**src/design/psieve_pkg.sv**
```systemverilog
package psieve_pkg;

  localparam int LIMIT_W     = 9;
  localparam int PRIME_W     = 9;
  localparam int MAX_RESULTS = 64;
  localparam int FIRST_CAND  = 2;
  localparam int SIZE_DEF    = 256;

  typedef enum logic [2:0] {
    ST_IDLE,
    ST_CLEAR,
    ST_SCAN_RD,
    ST_SCAN_CHK,
    ST_MARK,
    ST_FINAL,
    ST_EMPTY
  } sieve_state_e;

  // bitmap port command: one access per cycle
  typedef struct packed {
    logic wr;
    logic rd;
    logic wdata;
  } map_cmd_t;

endpackage

```
**src/design/psieve_map.sv**
```systemverilog
module psieve_map #(
  parameter int DEPTH = psieve_pkg::SIZE_DEF,
  parameter int AW    = $clog2(DEPTH)
) (
  input  logic                clk_i,
  input  psieve_pkg::map_cmd_t cmd_i,
  input  logic [AW-1:0]       addr_i,
  output logic                rdata_o
);
  import psieve_pkg::*;

  logic mem [DEPTH];
  logic rdata_q;

  always_ff @(posedge clk_i) begin
    if (cmd_i.wr) begin
      mem[addr_i] <= cmd_i.wdata;
    end
    if (cmd_i.rd) begin
      rdata_q <= mem[addr_i];
    end
  end

  assign rdata_o = rdata_q;

endmodule

```
**src/design/psieve_ctrl.sv**
```systemverilog
module psieve_ctrl #(
  parameter int SIZE = psieve_pkg::SIZE_DEF,
  parameter int AW   = $clog2(SIZE)
) (
  input  logic                          clk_i,
  input  logic                          rst_ni,
  input  logic                          start,
  input  logic [psieve_pkg::LIMIT_W-1:0] limit_i,
  output logic                          busy,
  output logic                          result_valid_o,
  output logic [psieve_pkg::PRIME_W-1:0] prime_o,
  output logic                          last_o,
  output logic                          empty_res_o,
  output psieve_pkg::map_cmd_t          map_cmd_o,
  output logic [AW-1:0]                 map_addr_o,
  input  logic                          map_rdata_i
);
  import psieve_pkg::*;

  localparam int NMAX_I = (SIZE < (2**LIMIT_W - 1)) ? SIZE : (2**LIMIT_W - 1);
  localparam logic [LIMIT_W-1:0] NMAX = LIMIT_W'(NMAX_I);
  localparam int PW = LIMIT_W + 1;          // candidate value, slot + 2
  localparam int MW = 2 * PW;               // holds p*p
  localparam int CNTW = $clog2(MAX_RESULTS);
  localparam logic [CNTW-1:0] CNT_LAST = CNTW'(MAX_RESULTS - 1);

  sieve_state_e state_q, state_d;

  logic [LIMIT_W-1:0] n_q;
  logic [LIMIT_W-1:0] s_q;
  logic [MW-1:0]      m_q;
  logic [PRIME_W-1:0] pend_q;
  logic               have_pend_q;
  logic [CNTW-1:0]    cnt_q;

  logic [LIMIT_W-1:0] n_sat;
  logic [PW-1:0]      p_w;
  logic [MW-1:0]      sq_w;
  logic               slot_end;
  logic               mark_in;

  assign n_sat    = (limit_i > NMAX) ? NMAX : limit_i;
  assign p_w      = PW'(s_q) + PW'(FIRST_CAND);
  assign sq_w     = MW'(p_w) * MW'(p_w);
  assign slot_end = (s_q == (n_q - LIMIT_W'(1)));
  assign mark_in  = (m_q < MW'(n_q));

  // next state
  always_comb begin
    state_d = state_q;
    case (state_q)
      ST_IDLE: begin
        if (start) begin
          state_d = (n_sat == '0) ? ST_EMPTY : ST_CLEAR;
        end
      end
      ST_CLEAR: begin
        if (slot_end) state_d = ST_SCAN_RD;
      end
      ST_SCAN_RD: begin
        state_d = ST_SCAN_CHK;
      end
      ST_SCAN_CHK: begin
        if (!map_rdata_i) begin
          state_d = (cnt_q == CNT_LAST) ? ST_FINAL : ST_MARK;
        end else begin
          state_d = slot_end ? ST_FINAL : ST_SCAN_RD;
        end
      end
      ST_MARK: begin
        if (!mark_in) state_d = slot_end ? ST_FINAL : ST_SCAN_RD;
      end
      ST_FINAL: state_d = ST_IDLE;
      ST_EMPTY: state_d = ST_IDLE;
      default:  state_d = ST_IDLE;
    endcase
  end

  // outputs
  always_comb begin
    busy           = 1'b1;
    result_valid_o = 1'b0;
    prime_o        = pend_q;
    last_o         = 1'b0;
    empty_res_o    = 1'b0;
    map_cmd_o      = '0;
    map_addr_o     = AW'(s_q);
    case (state_q)
      ST_IDLE: busy = 1'b0;
      ST_CLEAR: begin
        map_cmd_o.wr = 1'b1;
      end
      ST_SCAN_RD: begin
        map_cmd_o.rd = 1'b1;
      end
      ST_SCAN_CHK: begin
        // a new prime releases the one held back
        result_valid_o = !map_rdata_i && have_pend_q;
      end
      ST_MARK: begin
        map_cmd_o.wr    = mark_in;
        map_cmd_o.wdata = 1'b1;
        map_addr_o      = AW'(m_q);
      end
      ST_FINAL: begin
        result_valid_o = 1'b1;
        last_o         = 1'b1;
      end
      ST_EMPTY: begin
        result_valid_o = 1'b1;
        last_o         = 1'b1;
        empty_res_o    = 1'b1;
        prime_o        = '0;
      end
      default: busy = 1'b1;
    endcase
  end

  always_ff @(posedge clk_i or negedge rst_ni) begin
    if (!rst_ni) begin
      state_q     <= ST_IDLE;
      n_q         <= '0;
      s_q         <= '0;
      m_q         <= '0;
      pend_q      <= '0;
      have_pend_q <= 1'b0;
      cnt_q       <= '0;
    end else begin
      state_q <= state_d;
      case (state_q)
        ST_IDLE: begin
          if (start) begin
            n_q         <= n_sat;
            s_q         <= '0;
            have_pend_q <= 1'b0;
            cnt_q       <= '0;
          end
        end
        ST_CLEAR: begin
          s_q <= slot_end ? '0 : s_q + LIMIT_W'(1);
        end
        ST_SCAN_CHK: begin
          if (!map_rdata_i) begin
            pend_q      <= PRIME_W'(p_w);
            have_pend_q <= 1'b1;
            cnt_q       <= cnt_q + CNTW'(1);
            m_q         <= sq_w - MW'(FIRST_CAND);
          end else if (!slot_end) begin
            s_q <= s_q + LIMIT_W'(1);
          end
        end
        ST_MARK: begin
          if (mark_in) begin
            m_q <= m_q + MW'(p_w);
          end else if (!slot_end) begin
            s_q <= s_q + LIMIT_W'(1);
          end
        end
        default: begin
        end
      endcase
    end
  end

endmodule

```
**src/design/prime_sieve_engine.sv**
```systemverilog
// Channel  Ports                                   Direction  Handshake
// request  start, limit_i                          in         start && !busy
// result   result_valid_o, prime_o, last_o,        out        result_valid_o, one cycle
//          empty_res_o
//
// A request clears the n bitmap slots, n = min(limit, SIZE), then reads and checks each
// scanned slot, writes each bitmap mark (M, about n ln ln n), closes the marking pass of
// each prime found and emits the last prime. The single-port bitmap takes one access
// a cycle. Scanning stops after 64 primes. A zero count gives its result in the cycle
// after acceptance. Reset is asynchronous, active low; busy is high from acceptance
// through the last result; no result stalls.
module prime_sieve_engine #(
  parameter int SIZE = psieve_pkg::SIZE_DEF
) (
  input  logic                          clk_i,
  input  logic                          rst_ni,
  input  logic                          start,
  input  logic [psieve_pkg::LIMIT_W-1:0] limit_i,
  output logic                          busy,
  output logic                          result_valid_o,
  output logic [psieve_pkg::PRIME_W-1:0] prime_o,
  output logic                          last_o,
  output logic                          empty_res_o
);
  import psieve_pkg::*;

  localparam int AW = (SIZE > 1) ? $clog2(SIZE) : 1;

  map_cmd_t      map_cmd;
  logic [AW-1:0] map_addr;
  logic          map_rdata;

  psieve_ctrl #(
    .SIZE (SIZE),
    .AW   (AW)
  ) u_ctrl (
    .clk_i          (clk_i),
    .rst_ni         (rst_ni),
    .start          (start),
    .limit_i        (limit_i),
    .busy           (busy),
    .result_valid_o (result_valid_o),
    .prime_o        (prime_o),
    .last_o         (last_o),
    .empty_res_o    (empty_res_o),
    .map_cmd_o      (map_cmd),
    .map_addr_o     (map_addr),
    .map_rdata_i    (map_rdata)
  );

  psieve_map #(
    .DEPTH (SIZE),
    .AW    (AW)
  ) u_map (
    .clk_i   (clk_i),
    .cmd_i   (map_cmd),
    .addr_i  (map_addr),
    .rdata_o (map_rdata)
  );

endmodule
```
**config.mk**
```make
export PLATFORM = sky130hd
export DESIGN_NAME = prime_sieve_engine
export DESIGN_NICKNAME = d
export VERILOG_FILES = /design/src/design/psieve_pkg.sv /design/src/design/psieve_map.sv /design/src/design/psieve_ctrl.sv /design/src/design/prime_sieve_engine.sv
export SDC_FILE = /design/constraint.sdc
export NUM_CORES = 1
export LEC_CHECK = 0
export BUFFER_PORTS_ARGS = -buffer_cell sky130_fd_sc_hd__buf_2
export CORE_ASPECT_RATIO = 0.7
export CORE_MARGIN = 2
export CORE_UTILIZATION = 58
export DETAILED_ROUTE_END_ITERATION = 7
export PLACE_DENSITY = 0.77
export SLEW_MARGIN = 15
export SYNTH_ARGS = -nofsm -noshare
export SYNTH_HDL_FRONTEND = slang
export SYNTH_SLANG_ARGS = --single-unit
```
**constraint.sdc**
```tcl
create_clock -name clk_i -period 6.68 [get_ports clk_i]
set_clock_uncertainty 0.05 [all_clocks]
set_input_delay 1.67 -clock clk_i [delete_from_list [all_inputs] [get_ports clk_i]]
set_output_delay 1.67 -clock clk_i [all_outputs]
set_load 0.03 [all_outputs]
```
==> summary.md <==
| Metric | Value |
|---|---|
| PortBufs | 24 |
| Worst-margin pin slew | 1.11 ns |
| Leak | 0.00754 uW |
| Post-synth top area cell | edfxtp_1 |
| Logic gate share of total power | 38.1% |
| Achievable frequency | 158 MHz |
| CP Max Fanout | 18 |
| Grt met1 use | 46.4% |
| GPL Wtd Cong | 0.940 |
| Via-per-instance ratio | 6.20 |
| Clk Latency, worst-skew pair | 0.58 ns |
| Number of distinct library cells after synthesis | 79 |
| Final number of setup-violating endpoints | 0 |
| Setup crit end kind | flop |
| IO Pins | 25 |
| R2r setup slk | 0.33 ns |
| PnR Total Power | 6710 uW |
| Int Power | 4170 uW |
| Minimum clock period | 6.35 ns |
| Slew margin rel. | 26.3% |
| Fin nets | 1923 |
| DIE WIDTH | 218 um |
| First-pass GRT wire length | 74800 um |
| Largest net degree at the start of global routing | 133 |
| Status | complete, but fails checks |
| WP data arrival | 6.75 ns |
| Failing checks | design-rule violations |
| Final hold vios | 0 |
| 1st-iter DRT viols | 1849 |
| Num CTS Buffers | 30 |
| CTS max path bufs | 3 |
| Ys Warns | 0 |
| Antenna diodes | 0 |
| Pre-CTS worst setup slack | -0.0622 ns |
| Synth Instances | 1784 |
| Reg clk slew, reported paths | 0.08 ns |
| Clk pwr share | 25.2% |
| Antenna-violating nets left | 0 |
| Yosys reg bits | 314 |
| Max cap viols | 0 |
| Full die area | 33500 um2 |
| Core area | 31400 um2 |
| Psw | 2540 uW |
| Worst hold path class | reg -> reg |
| Antenna violations before repair | 0 |
| P&R area growth vs syn | 8.83% |
| Number of synthesized flops with an enable pin | 257 |
| Busiest layer in global routing | met1 |
| Final worst setup slack | 0.334 ns |
| DRT Pass-1 Iters | 8 |
| Period utilization | 95.0% |
| Met3 Resource Use GR | 6.86% |
| H-tree Lvls | 1 |
| Required @ worst endpoint | 7.08 ns |
| Number of core rows | 54 |
| Clk sink count | 314 |
| Power Density | 332 nW/um2 |
| Main synth FF type | edfxtp_1 |
| Number of global-route vias before repair | 13.3k |
| Worst vdd ir | 0.223 mV |
| Height of the die | 154 um |
| Detailed-route via count | 13.8k |
| Avg WL per Cell | 21.6 um |
| Post-Synthesis Cell Area | 18600 um2 |
| Top cell type's share of synthesized area | 41.5% |
| Post-DP HPWL | 32200 um |
| Power share of the sequential group | 36.6% |
| Setup Fix Bufs, Post-CTS | 0 |
| Critical path startpoint category | flop |
| Hold Buf Count CTS | 0 |
| Final WL | 48100 um |
| CTS root buf | clkbuf_16 |
| Starting Density | 59.3% |
| Sw Share | 37.9% |
| CP Class | reg -> reg |
| Post-Syn Area per Cell | 10.4 um2 |
| Drt drc | 1 |
| Sequential area share after synthesis | 49.2% |
| Share of post-route cells with drive strength above 1 | 9.65% |
| CTS tree | yes |
| Dpl cells | 2166 |
| Hold_ws | 0.416 ns |
| Grt met2 use | 40.7% |
| Fin. max-slew vios | 0 |
| Largest cells by area after synthesis | edfxtp_1, dfrtp_1, fa_1 |
| Remaining Overflow, GRT | 0 |
| Total global-route track usage | 29.1% |
| Post-layout util | 64.5% |
| Layout Cells excl Fill | 2223 |
| FFs w/ async S/R, synth | 18.2% |
[power groups by stage]
stage          logic (uW)  registers (uW)  clock network [uW]
2_1_floorplan        1780            2380                   0
3_3_place_gp         2410            2480                   0
3_5_place_dp         2460            2490                   0
4_1_cts              2480            2450                1710
5_1_grt              2770            2470                1790
6_report             2560            2460                1690
[Yosys cell counts, types with 23 or more instances]
library cell and count:
a21oi_1 52, clkbuf_1 87, nand2b_1 25, inv_1 137, nand3_1 31, mux2i_1 63
nand2_1 189, a211oi_1 24, nor2_1 313, nor3_1 26, edfxtp_1 257, dfrtp_1 57
and2_1 23, ha_1 73, o21ai_0 53, fa_1 59, xnor2_1 27
[critical path: stages (launching register included)]
cell and delay [ns]:
dfrtp_1 0.36, buf_4 0.26, nand3_1 0.23, nor2_1 0.22, xnor2_2 0.22, nand2_1 0.14, fa_1 0.56, inv_1 0.06
fa_1 0.49, fa_1 0.48, fa_1 0.55, inv_1 0.06, fa_1 0.48, inv_1 0.04, ha_1 0.34, and4_1 0.28
nand2_1 0.19, a211oi_4 0.35, o21ai_0 0.20, a211oi_1 0.27, o21ai_0 0.12, a32o_1 0.25
[cell families (layout without fill, tap and decap cells)]
family          after synthesis  count (layout)  share of synthesized area, %
xor+xnor                     37              37                          1.74
buf+inv                     252             268                          5.30
simple gates                703             703                          16.8
flops                       314             314                          49.2
fa+ha+maj                   132             132                          11.3
other cells                   2               5                        0.0404
compound gates              252             252                          9.24
mux                          92              92                          6.36
[layout make-up]
cell class	instances	area (um2)
flip-flops and latches	314	9150
repair buffers	72	513
multi-input cells	1221	8540
well taps	420	526
clock buffers	48	870
fillers	2459	11100
inverters	140	531
clock inverters	8	97.6
[repair_timing]
action / in CTS / in global routing
endpoints found under the hold margin: 0 / 0
endpoints found under the setup margin: 1 / 3
resized for setup: 1 / 5
[worst paths after layout]
check	start	end	cells after the start
min reg2reg	u_ctrl.pend_q[4]$_DFFE_PN0P_	u_ctrl.pend_q[4]$_DFFE_PN0P_	2
max in group asynchronous	rst_ni	u_ctrl.s_q[3]$_DFFE_PN0P_	2
min	u_ctrl.pend_q[4]$_DFFE_PN0P_	u_ctrl.pend_q[4]$_DFFE_PN0P_	2
max reg2reg	u_ctrl.s_q[1]$_DFFE_PN0P_	u_ctrl.m_q[19]$_DFFE_PN0P_	21
min in group asynchronous	rst_ni	u_ctrl.n_q[2]$_DFFE_PN0P_	2
max	u_ctrl.s_q[1]$_DFFE_PN0P_	u_ctrl.m_q[19]$_DFFE_PN0P_	21
[through the flow]
stage | setup TNS, ns | instance area [um2]
after floorplan | 0 | 18600
after global placement | 0 | 19200
after detailed placement | -0.0622 | 19200
after CTS | 0 | 20200
after global routing | -0.00674 | 20200
final | 0 | 20200
[cells in the final DEF (no fill, tap or decap), types with 7 or more instances in the layout]
master,n
fa_1,59
a31oi_1,13
a211oi_1,23
buf_4,46
xor2_1,10
o21ai_0,53
mux2_2,9
a221oi_1,7
nand2b_1,25
mux2i_1,62
nor4_1,15
nand4_1,13
nor2_1,312
nand2_1,189
dfrtp_1,56
clkbuf_16,31
edfxtp_1,257
buf_2,24
a311oi_1,9
nor3_1,26
a2111oi_0,12
a21oi_1,50
o21a_1,7
and2_1,23
nand3_1,31
ha_1,73
a21o_1,11
or2_2,9
mux4_2,20
clkbuf_1,14
and3_1,12
nor2b_1,20
xnor2_1,26
inv_1,136
[per-layer routing]
metal	part of all wire (%)	up-vias	routed length (um)
li1	-	6203	-
met1	45	6695	21600
met2	41	786	19700
met3	12	105	5880
met4	1.8	0	887
met5	0	-	0
[flip-flops by register name (all words and copies together), names as in the netlist]
register / flops
u_ctrl.s_q: 9
u_ctrl.cnt_q: 6
u_map.mem: 256
u_ctrl.pend_q: 9
u_map.rdata_o: 1
u_ctrl.m_q: 20
u_ctrl.have_pend_q: 1
u_ctrl.state_q: 3
u_ctrl.n_q: 9
Note: power is estimated with default switching activity, not from simulation.
